$ cat src/rtl/jsu_pkg.sv
// Package for the JSON string unescaper: result kinds, error codes,
// character constants and the request record passed from front to back.
// No dependencies.
package jsu_pkg;

  localparam int JSU_QDEPTH = 4;
  localparam int JSU_QPW    = $clog2(JSU_QDEPTH);
  localparam int JSU_MAXB   = 4;

  localparam logic [7:0] CH_QUOTE = 8'h22;
  localparam logic [7:0] CH_BSL   = 8'h5C;
  localparam logic [7:0] CH_SLASH = 8'h2F;
  localparam logic [7:0] CH_U     = 8'h75;
  localparam logic [7:0] CH_CTRL  = 8'h20;

  typedef enum logic [1:0] {
    KIND_DATA = 2'd0,
    KIND_END  = 2'd1,
    KIND_ERR  = 2'd2
  } kind_t;

  typedef enum logic [3:0] {
    ERR_NONE      = 4'd0,
    ERR_NOT_QUOTE = 4'd1,
    ERR_CONTROL   = 4'd2,
    ERR_OPEN_ESC  = 4'd3,
    ERR_BAD_ESC   = 4'd4,
    ERR_SHORT_HEX = 4'd5,
    ERR_BAD_HEX   = 4'd6,
    ERR_NO_LOW    = 4'd7,
    ERR_BAD_LOW   = 4'd8,
    ERR_UNTERM    = 4'd9
  } err_t;

  typedef struct packed {
    logic [2:0]            nd;
    logic [JSU_MAXB-1:0][7:0] data;
    logic                  has_tail;
    kind_t                 tail_kind;
    err_t                  err;
  } jsu_req_t;

endpackage

$ cat src/rtl/jsu_in_if.sv
// Input channel of the JSON string unescaper: one source byte per request.
// Depends on nothing.
interface jsu_in_if;
  logic       valid;
  logic       ready;
  logic [7:0] in_byte;
  logic       in_last;

  modport source (output valid, output in_byte, output in_last, input ready);
  modport sink   (input valid, input in_byte, input in_last, output ready);
endinterface

$ cat src/rtl/jsu_out_if.sv
// Output channel of the JSON string unescaper: one result item per request.
// Depends on nothing.
interface jsu_out_if;
  logic       valid;
  logic       ready;
  logic [7:0] out_byte;
  logic [1:0] out_kind;
  logic [3:0] error_code;
  logic       last_of_run;

  modport source (output valid, output out_byte, output out_kind, output error_code,
                  output last_of_run, input ready);
  modport sink   (input valid, input out_byte, input out_kind, input error_code,
                  input last_of_run, output ready);
endinterface

$ cat src/rtl/jsu_front.sv
// Front end: accepts source bytes, runs the string decode state machine and
// builds one request of up to four UTF-8 bytes plus an end or error mark.
// Depends on jsu_pkg and jsu_in_if.
module jsu_front
  import jsu_pkg::*;
(
  input  logic        clk,
  input  logic        rst,
  jsu_in_if.sink      in_chan,
  input  logic        q_full,
  output logic        q_push,
  output jsu_req_t    q_wdata
);

  typedef enum logic [6:0] {
    M_IDLE = 7'b0000001,
    M_STR  = 7'b0000010,
    M_ESC  = 7'b0000100,
    M_HEX1 = 7'b0001000,
    M_BSL  = 7'b0010000,
    M_LOWU = 7'b0100000,
    M_HEX2 = 7'b1000000
  } mode_t;

  mode_t       mode, mode_next;
  logic [15:0] accum, accum_next;
  logic [9:0]  high_half, high_next;
  logic [1:0]  count, count_next;
  logic        bad, bad_next;

  logic [7:0]  b;
  logic        last;
  logic        accept;
  logic [3:0]  dval;
  logic        dbad;
  logic [15:0] acc_shift;
  logic        bad_total;
  logic        fire_err;
  err_t        ecode;
  logic [7:0]  esc_val;
  logic        esc_simple;
  jsu_req_t    req;

  function automatic jsu_req_t encode(input logic [20:0] cp);
    jsu_req_t r;
    r = '0;
    if (cp <= 21'h7F) begin
      r.nd = 3'd1;
      r.data[0] = cp[7:0];
    end else if (cp <= 21'h7FF) begin
      r.nd = 3'd2;
      r.data[0] = {3'b110, cp[10:6]};
      r.data[1] = {2'b10, cp[5:0]};
    end else if (cp <= 21'hFFFF) begin
      r.nd = 3'd3;
      r.data[0] = {4'b1110, cp[15:12]};
      r.data[1] = {2'b10, cp[11:6]};
      r.data[2] = {2'b10, cp[5:0]};
    end else begin
      r.nd = 3'd4;
      r.data[0] = {5'b11110, cp[20:18]};
      r.data[1] = {2'b10, cp[17:12]};
      r.data[2] = {2'b10, cp[11:6]};
      r.data[3] = {2'b10, cp[5:0]};
    end
    return r;
  endfunction

  assign b      = in_chan.in_byte;
  assign last   = in_chan.in_last;
  assign in_chan.ready = !q_full;
  assign accept = in_chan.valid && !q_full;

  always_comb begin
    dval = 4'd0;
    dbad = 1'b0;
    case (b) inside
      [8'h30:8'h39]: dval = b[3:0];
      [8'h61:8'h66], [8'h41:8'h46]: dval = 4'(b[3:0] + 4'd9);
      default: dbad = 1'b1;
    endcase
  end

  always_comb begin
    esc_simple = 1'b1;
    esc_val    = 8'h00;
    case (b)
      CH_QUOTE: esc_val = CH_QUOTE;
      CH_BSL:   esc_val = CH_BSL;
      CH_SLASH: esc_val = CH_SLASH;
      8'h62:    esc_val = 8'h08;
      8'h66:    esc_val = 8'h0C;
      8'h6E:    esc_val = 8'h0A;
      8'h72:    esc_val = 8'h0D;
      8'h74:    esc_val = 8'h09;
      default:  esc_simple = 1'b0;
    endcase
  end

  assign acc_shift = {accum[11:0], dval};
  assign bad_total = bad || dbad;

  always_comb begin
    mode_next  = mode;
    accum_next = accum;
    high_next  = high_half;
    count_next = count;
    bad_next   = bad;
    fire_err   = 1'b0;
    ecode      = ERR_NONE;
    req        = '0;
    case (mode)
      M_STR: begin
        if (b == CH_QUOTE) begin
          mode_next     = M_IDLE;
          req.has_tail  = 1'b1;
          req.tail_kind = KIND_END;
        end else if (b < CH_CTRL) begin
          fire_err = 1'b1;
          ecode    = ERR_CONTROL;
        end else if (b == CH_BSL) begin
          if (last) begin
            fire_err = 1'b1;
            ecode    = ERR_OPEN_ESC;
          end else begin
            mode_next = M_ESC;
          end
        end else begin
          req.nd      = 3'd1;
          req.data[0] = b;
        end
      end
      M_ESC: begin
        if (esc_simple) begin
          mode_next   = M_STR;
          req.nd      = 3'd1;
          req.data[0] = esc_val;
        end else if (b == CH_U) begin
          accum_next = '0;
          count_next = '0;
          bad_next   = 1'b0;
          if (last) begin
            fire_err = 1'b1;
            ecode    = ERR_SHORT_HEX;
          end else begin
            mode_next = M_HEX1;
          end
        end else begin
          fire_err = 1'b1;
          ecode    = ERR_BAD_ESC;
        end
      end
      M_HEX1, M_HEX2: begin
        accum_next = acc_shift;
        bad_next   = bad_total;
        if (count != 2'd3) begin
          count_next = 2'(count + 2'd1);
          if (last) begin
            fire_err = 1'b1;
            ecode    = ERR_SHORT_HEX;
          end
        end else begin
          count_next = '0;
          if (bad_total) begin
            fire_err = 1'b1;
            ecode    = ERR_BAD_HEX;
          end else if (mode == M_HEX1) begin
            if (acc_shift[15:10] == 6'b110110) begin
              high_next = acc_shift[9:0];
              if (last) begin
                fire_err = 1'b1;
                ecode    = ERR_NO_LOW;
              end else begin
                mode_next = M_BSL;
              end
            end else begin
              mode_next = M_STR;
              req       = encode({5'd0, acc_shift});
            end
          end else begin
            if (acc_shift[15:10] != 6'b110111) begin
              fire_err = 1'b1;
              ecode    = ERR_BAD_LOW;
            end else begin
              mode_next = M_STR;
              req       = encode({11'(high_half) + 11'd64, acc_shift[9:0]});
            end
          end
        end
      end
      M_BSL: begin
        if (b != CH_BSL || last) begin
          fire_err = 1'b1;
          ecode    = ERR_NO_LOW;
        end else begin
          mode_next = M_LOWU;
        end
      end
      M_LOWU: begin
        if (b != CH_U) begin
          fire_err = 1'b1;
          ecode    = ERR_NO_LOW;
        end else begin
          accum_next = '0;
          count_next = '0;
          bad_next   = 1'b0;
          if (last) begin
            fire_err = 1'b1;
            ecode    = ERR_SHORT_HEX;
          end else begin
            mode_next = M_HEX2;
          end
        end
      end
      default: begin
        if (b != CH_QUOTE) begin
          fire_err = 1'b1;
          ecode    = ERR_NOT_QUOTE;
        end else if (last) begin
          fire_err = 1'b1;
          ecode    = ERR_UNTERM;
        end else begin
          mode_next = M_STR;
        end
      end
    endcase
    if (req.nd != 3'd0 && last) begin
      fire_err = 1'b1;
      ecode    = ERR_UNTERM;
    end
    if (fire_err) begin
      mode_next     = M_IDLE;
      req.has_tail  = 1'b1;
      req.tail_kind = KIND_ERR;
      req.err       = ecode;
    end
  end

  assign q_push  = accept && (req.has_tail || req.nd != 3'd0);
  assign q_wdata = req;

  always_ff @(posedge clk) begin
    if (rst) begin
      mode      <= M_IDLE;
      accum     <= '0;
      high_half <= '0;
      count     <= '0;
      bad       <= 1'b0;
    end else if (accept) begin
      mode      <= mode_next;
      accum     <= accum_next;
      high_half <= high_next;
      count     <= count_next;
      bad       <= bad_next;
    end
  end

endmodule

$ cat src/rtl/jsu_queue.sv
// Request queue between front and back of the unescaper, JSU_QDEPTH deep.
// Depends on jsu_pkg.
module jsu_queue
  import jsu_pkg::*;
(
  input  logic     clk,
  input  logic     rst,
  input  logic     push,
  input  jsu_req_t wdata,
  input  logic     pop,
  output jsu_req_t rdata,
  output logic     full,
  output logic     empty
);

  jsu_req_t           mem [JSU_QDEPTH];
  logic [JSU_QPW-1:0] wr_ptr;
  logic [JSU_QPW-1:0] rd_ptr;
  logic [JSU_QPW:0]   count;

  assign full  = (count == (JSU_QPW + 1)'(JSU_QDEPTH));
  assign empty = (count == '0);
  assign rdata = mem[rd_ptr];

  always_ff @(posedge clk) begin
    if (push) begin
      mem[wr_ptr] <= wdata;
    end
  end

  always_ff @(posedge clk) begin
    if (rst) begin
      wr_ptr <= '0;
      rd_ptr <= '0;
      count  <= '0;
    end else begin
      if (push) begin
        wr_ptr <= (wr_ptr == JSU_QPW'(JSU_QDEPTH - 1)) ? '0 : JSU_QPW'(wr_ptr + 1'b1);
      end
      if (pop) begin
        rd_ptr <= (rd_ptr == JSU_QPW'(JSU_QDEPTH - 1)) ? '0 : JSU_QPW'(rd_ptr + 1'b1);
      end
      if (push && !pop) begin
        count <= (JSU_QPW + 1)'(count + 1'b1);
      end else if (pop && !push) begin
        count <= (JSU_QPW + 1)'(count - 1'b1);
      end
    end
  end

endmodule

$ cat src/rtl/jsu_back.sv
// Back end: hands out the result items of queue requests one per cycle while
// ready, data bytes first, then the end or error mark. Depends on jsu_pkg.
module jsu_back
  import jsu_pkg::*;
(
  input  logic       clk,
  input  logic       rst,
  input  logic       q_empty,
  input  jsu_req_t   q_rdata,
  output logic       q_pop,
  jsu_out_if.source  out_chan
);

  jsu_req_t   cur;
  logic       cur_valid;
  logic [2:0] idx;
  logic [2:0] total;
  logic       is_data;
  logic       is_last;
  logic       take;

  assign total   = 3'(cur.nd + {2'd0, cur.has_tail});
  assign is_data = idx < cur.nd;
  assign is_last = (idx == 3'(total - 3'd1));
  assign take    = cur_valid && out_chan.ready;
  assign q_pop   = !q_empty && (!cur_valid || (take && is_last));

  assign out_chan.valid       = cur_valid;
  assign out_chan.out_byte    = is_data ? cur.data[idx[1:0]] : 8'h00;
  assign out_chan.out_kind    = is_data ? KIND_DATA : cur.tail_kind;
  assign out_chan.error_code  = is_data ? ERR_NONE : cur.err;
  assign out_chan.last_of_run = is_last;

  always_ff @(posedge clk) begin
    if (q_pop) begin
      cur <= q_rdata;
    end
  end

  always_ff @(posedge clk) begin
    if (rst) begin
      cur_valid <= 1'b0;
      idx       <= '0;
    end else if (!cur_valid || (take && is_last)) begin
      cur_valid <= !q_empty;
      idx       <= '0;
    end else if (take) begin
      idx <= 3'(idx + 3'd1);
    end
  end

endmodule

$ cat src/rtl/json_string_unescape_top.sv
// Top level of the JSON string unescaper: front end, request queue, back end.
// Depends on jsu_pkg, jsu_in_if, jsu_out_if, jsu_front, jsu_queue, jsu_back.
//
// Takes one source byte per cycle, starting at the opening quote, and gives
// the decoded string as UTF-8 data items, followed by an end item at the
// closing quote or an error item with its code. Each byte is decoded in the
// cycle it is accepted and yields 0 to 5 result items; the output port hands
// out one item per cycle while the sink is ready. When nothing is ahead of
// it, the request of a byte passes the queue memory and the back end's
// current-request register before its first item can be taken. A four-entry
// request queue sits between decoder and output, so input is taken at one
// byte per cycle whenever the queue has room, and a stalled output only
// stops input once four requests wait in the queue behind the one being
// handed out. The item with last_of_run set closes the results of one byte.
// No clearing pass: the block is ready the cycle after reset.
module json_string_unescape_top
  import jsu_pkg::*;
(
  input  logic      clk,
  input  logic      rst,
  jsu_in_if.sink    in_chan,
  jsu_out_if.source out_chan
);

  logic     q_push;
  logic     q_pop;
  logic     q_full;
  logic     q_empty;
  jsu_req_t q_wdata;
  jsu_req_t q_rdata;

  jsu_front u_front (
    .clk     (clk),
    .rst     (rst),
    .in_chan (in_chan),
    .q_full  (q_full),
    .q_push  (q_push),
    .q_wdata (q_wdata)
  );

  jsu_queue u_queue (
    .clk   (clk),
    .rst   (rst),
    .push  (q_push),
    .wdata (q_wdata),
    .pop   (q_pop),
    .rdata (q_rdata),
    .full  (q_full),
    .empty (q_empty)
  );

  jsu_back u_back (
    .clk      (clk),
    .rst      (rst),
    .q_empty  (q_empty),
    .q_rdata  (q_rdata),
    .q_pop    (q_pop),
    .out_chan (out_chan)
  );

`ifndef ASSERT_OFF
  a_no_push_full: assert property (@(posedge clk) disable iff (rst)
    q_push |-> !q_full)
    else $error("request pushed into full queue");

  a_no_pop_empty: assert property (@(posedge clk) disable iff (rst)
    q_pop |-> !q_empty)
    else $error("request popped from empty queue");

  a_err_closes: assert property (@(posedge clk) disable iff (rst)
    (out_chan.valid && out_chan.out_kind == KIND_ERR) |-> out_chan.last_of_run)
    else $error("error item not last of its run");

  a_data_no_code: assert property (@(posedge clk) disable iff (rst)
    (out_chan.valid && out_chan.out_kind == KIND_DATA) |-> out_chan.error_code == ERR_NONE)
    else $error("data item carries an error code");

  a_reset_idle: assert property (@(posedge clk)
    rst |=> !out_chan.valid)
    else $error("output valid right after reset");
`endif

endmodule
$ cat src/flat_wrapper.sv
// flat-port wrapper written by rule: the top's interface ports become plain ports
module json_string_unescape_top_flat import jsu_pkg::*;
  (clk, rst, in_chan_valid, in_chan_in_byte, in_chan_in_last, in_chan_ready, out_chan_valid, out_chan_out_byte, out_chan_out_kind, out_chan_error_code, out_chan_last_of_run, out_chan_ready);
  jsu_in_if in_chan_i ();
  jsu_out_if out_chan_i ();
  input  logic clk;
  input  logic rst;
  input wire logic [$bits(in_chan_i.valid)-1:0] in_chan_valid;
  input wire logic [$bits(in_chan_i.in_byte)-1:0] in_chan_in_byte;
  input wire logic [$bits(in_chan_i.in_last)-1:0] in_chan_in_last;
  output wire logic [$bits(in_chan_i.ready)-1:0] in_chan_ready;
  output wire logic [$bits(out_chan_i.valid)-1:0] out_chan_valid;
  output wire logic [$bits(out_chan_i.out_byte)-1:0] out_chan_out_byte;
  output wire logic [$bits(out_chan_i.out_kind)-1:0] out_chan_out_kind;
  output wire logic [$bits(out_chan_i.error_code)-1:0] out_chan_error_code;
  output wire logic [$bits(out_chan_i.last_of_run)-1:0] out_chan_last_of_run;
  input wire logic [$bits(out_chan_i.ready)-1:0] out_chan_ready;
  assign in_chan_i.valid = in_chan_valid;
  assign in_chan_i.in_byte = in_chan_in_byte;
  assign in_chan_i.in_last = in_chan_in_last;
  assign in_chan_ready = in_chan_i.ready;
  assign out_chan_valid = out_chan_i.valid;
  assign out_chan_out_byte = out_chan_i.out_byte;
  assign out_chan_out_kind = out_chan_i.out_kind;
  assign out_chan_error_code = out_chan_i.error_code;
  assign out_chan_last_of_run = out_chan_i.last_of_run;
  assign out_chan_i.ready = out_chan_ready;
  json_string_unescape_top u_core (.clk(clk), .rst(rst), .in_chan(in_chan_i), .out_chan(out_chan_i));
endmodule
$ cat config.mk
export PLATFORM = sky130hd
export DESIGN_NAME = json_string_unescape_top_flat
export DESIGN_NICKNAME = d
export VERILOG_FILES = /design/src/rtl/jsu_pkg.sv /design/src/rtl/jsu_in_if.sv /design/src/rtl/jsu_out_if.sv /design/src/rtl/jsu_front.sv /design/src/rtl/jsu_queue.sv /design/src/rtl/jsu_back.sv /design/src/rtl/json_string_unescape_top.sv /design/src/flat_wrapper.sv
export SDC_FILE = /design/constraint.sdc
export NUM_CORES = 1
export LEC_CHECK = 0
export BUFFER_PORTS_ARGS = -buffer_cell sky130_fd_sc_hd__buf_2
export CORE_UTILIZATION = 50
export DETAILED_ROUTE_END_ITERATION = 16
export PLACE_DENSITY = 0.62
export SETUP_SLACK_MARGIN = 0.05
export SYNTH_ARGS = -nofsm -noshare
export SYNTH_HDL_FRONTEND = slang
export SYNTH_SLANG_ARGS = --single-unit
$ cat constraint.sdc
create_clock -name clk -period 13.3 [get_ports clk]
set_input_delay 1.33 -clock clk [delete_from_list [all_inputs] [get_ports clk]]
set_output_delay 1.33 -clock clk [all_outputs]
set_load 0.05 [all_outputs]
==> metrics <==
run status finished, final reports clean; vias in the first global route 7,837; clock latency at the later pin of the worst-skew pair 0.51 ns; Post CTS Setup Buffer Count 0; Synth Area in XOR/XNOR 0.00838; first-pass GRT wire length 46.0 mm; CP Max Fanout 7; Seq/Total Area, Yosys 0.584; # H-tree levels 1; f_max 0.192 GHz; Max Buffers Root-to-Sink 3; Pre-antenna DRT Iters 6; WP data required 13.73 ns; Slew @ Worst Pin 1.20 ns; core area 0.0226 sq mm; Area after DPL 0.0119 sq mm; wirelength, routed 29.8 mm; Final Slew Violations 0; Unique masters post-synth 88; Synthesized Nets 929; RePlAce Congestion 0.964; post-DP HPWL 20.9 mm; startpoint types input port; Placed Instances 1,169; Final min period 5.20 ns; number of remaining DRC errors 0; Post-Syn Area 0.0115 sq mm; Num CTS Buffers 24; Initial Utilization 0.509; Setup WS pre-CTS 7.69 ns; post-route ant nets 0; count of final setup violators 0; Ports 30; CTS tree yes; Crit path arrival time 5.63 ns; setup ws final 8.10 ns; Simple-Gate Fraction of Synth Area 0.144; Port Buffers 29; Design Area, Final 0.0126 sq mm; crit path kind in -> reg; final core occ 0.560; post-synthesis compound-gate area fraction 0.114; clock slew at reported path FFs 0.06 ns; CP endpoint kind flop; fraction of layout cells with a size suffix above 1 0.163; top-area cell type share of the netlist area 0.509; Clock Sinks 238; Fin Hold WS 0.469 ns; fin crit share 0.391; yosys warns 0; cell taking the most area after synthesis edfxtp_1; Die Area 0.0236 sq mm; RSZ-0062 raised after global routing no; row count 55; Post-Syn Instances 897; Primary FF master, synth edfxtp_1; Adder-Cell Fraction of Synth Area 0.0213; # diodes 0; hold buffers post-CTS 0; ys async rst share 0; setup_tns 0 ns; synthesis-to-finish area growth 9.97%; vias per cell 6.43; largest net degree at the start of global routing 42; GR Overflow Total 0; cts repair resizes 0; Pleak 4.08 nW; number of synthesized flops with an enable pin 195; Max-Cap Viols 0; antenna violations before repair 0; wire length per cell 24.6 microns; mux cell area share after synthesis 0.103; final net count 942; Die Y 154 microns; DR iter-0 viols 810; overall via count from detail_route 7,796; die span in x 154 microns; Pwr Density 170 mW/mm^2; Hold WC Path Type reg -> reg; Tot GR Track Use 0.257; Yosys reg bits 238; maximum vdd drop 95.3 uV; clk_skew 0.0181 ns; largest cells by area after synthesis edfxtp_1 51%, mux4_2 9.0%, dfxtp_1 7.5%; Final Non-Filler Cells 1,213; largest family of logic cells by synthesized area simple AND/OR/NAND/NOR gates; Relative slew margins 0.197; Avg Cell Area, Syn 12.8 sq um; Hold Fails Final Rpt 0; Pwr Total 2.14 mW; Root Buffer clkbuf_16
[sequential cells by signal, indices dropped and copies added, names as in the netlist]
register	cells
u_core.u_queue.mem	156
u_core.u_back.cur	39
u_core.u_front.accum	12
u_core.u_front.high_half	10
u_core.u_front.mode	7
u_core.u_back.idx	3
u_core.u_queue.count	3
u_core.u_front.count	2
u_core.u_queue.rd_ptr	2
u_core.u_queue.wr_ptr	2
u_core.u_back.out_chan.valid	1
u_core.u_front.bad	1
[cell type report]
class                           count  area (sq um)
Fill cell                        1888          9930
Sequential cell                   238          6720
Multi-Input combinational cell    585          4520
Clock buffer                       31           689
Tap cell                          285           357
Timing Repair Buffer               35           190
Inverter                           26          97.6
Clock inverter                     13          71.3
[power breakdown]
part	switching, mW	total (mW)	internal (mW)
clock network	0.270	0.636	0.366
logic	0.289	0.483	0.195
registers	0.0643	1.02	0.960
total	0.623	2.14	1.52
[logic make-up after synthesis]
kind of cell               count (synthesis)
AOI/OAI and AO/OA                        189
xor gates and xnor gates                  11
adders and majority gates                 19
buffers and inverters                     74
DFF                                      238
muxes                                     61
and+or+nand+nor                          305
[worst max-delay path, stage by stage]
cell	delay (ns)
buf_2	0.14
inv_1	0.11
ha_1	0.27
inv_1	0.10
nor4_1	0.89
a211oi_1	0.23
a31oi_1	0.61
nor2_1	0.16
and2_1	0.20
a41oi_2	0.21
ha_1	0.24
inv_1	0.07
fa_1	0.44
xor2_1	0.18
or3_1	0.30
a21oi_1	0.15
[layout by cell type (no fill, tap or decap), types with 10 or more instances in the layout]
cell         n
mux2i_1     14
ha_1        18
buf_2       29
mux4_2      46
nor2_1      75
a21oi_1     52
o211ai_1    13
nand2_1     58
and2_1      13
nor2b_1     11
o21ai_0     30
dfxtp_1     41
inv_1       26
a211oi_1    10
edfxtp_1   195
nor3_1      29
nand3_1     29
clkbuf_16   26
[Yosys cell counts, types with 5 or more instances]
master       n
buf_1        9
o211ai_1    13
o2111ai_1    5
a21o_1       5
nand3_1     29
or4_1        8
mux4_2      46
xnor2_1      5
a21oi_1     53
a22o_1       7
nor2_1      75
a211oi_1    10
o21ai_1      5
edfxtp_1   195
buf_2        5
o21ai_0     30
and2_1      17
nand2_1     58
nor2b_1     11
clkbuf_1    33
xor2_1       6
nand2b_1     6
nor3_1      31
a221oi_1     6
and3_1       9
nor4_1       8
nand4_1      7
inv_1       26
o2bb2ai_1    6
mux2i_1     14
or3_1        7
ha_1        18
dfxtp_1     43
[worst paths after layout]
check | start | to | slack, ns | cells past startpoint
setup reg to reg | u_core.u_front.mode[0] | u_core.u_queue.count[2] | 8.69 | 13
hold reg to reg | u_core.u_front.count[1] | u_core.u_front.count[1] | 0.47 | 2
setup / recovery | in_chan_in_byte[1] | u_core.u_queue.count[2] | 8.10 | 16
hold / removal | u_core.u_front.count[1] | u_core.u_front.count[1] | 0.47 | 2
[per-layer routing]
layer | wire, microns | up-vias | global-route usage
met1 | 12600 | 3904 | 0.342
li1 | - | 3533 | -
met5 | 0 | - | 0
met3 | 1800 | 71 | 0.0358
met2 | 14500 | 288 | 0.435
met4 | 959 | 0 | 0.0867
Note: power is estimated with default switching activity, not from simulation.
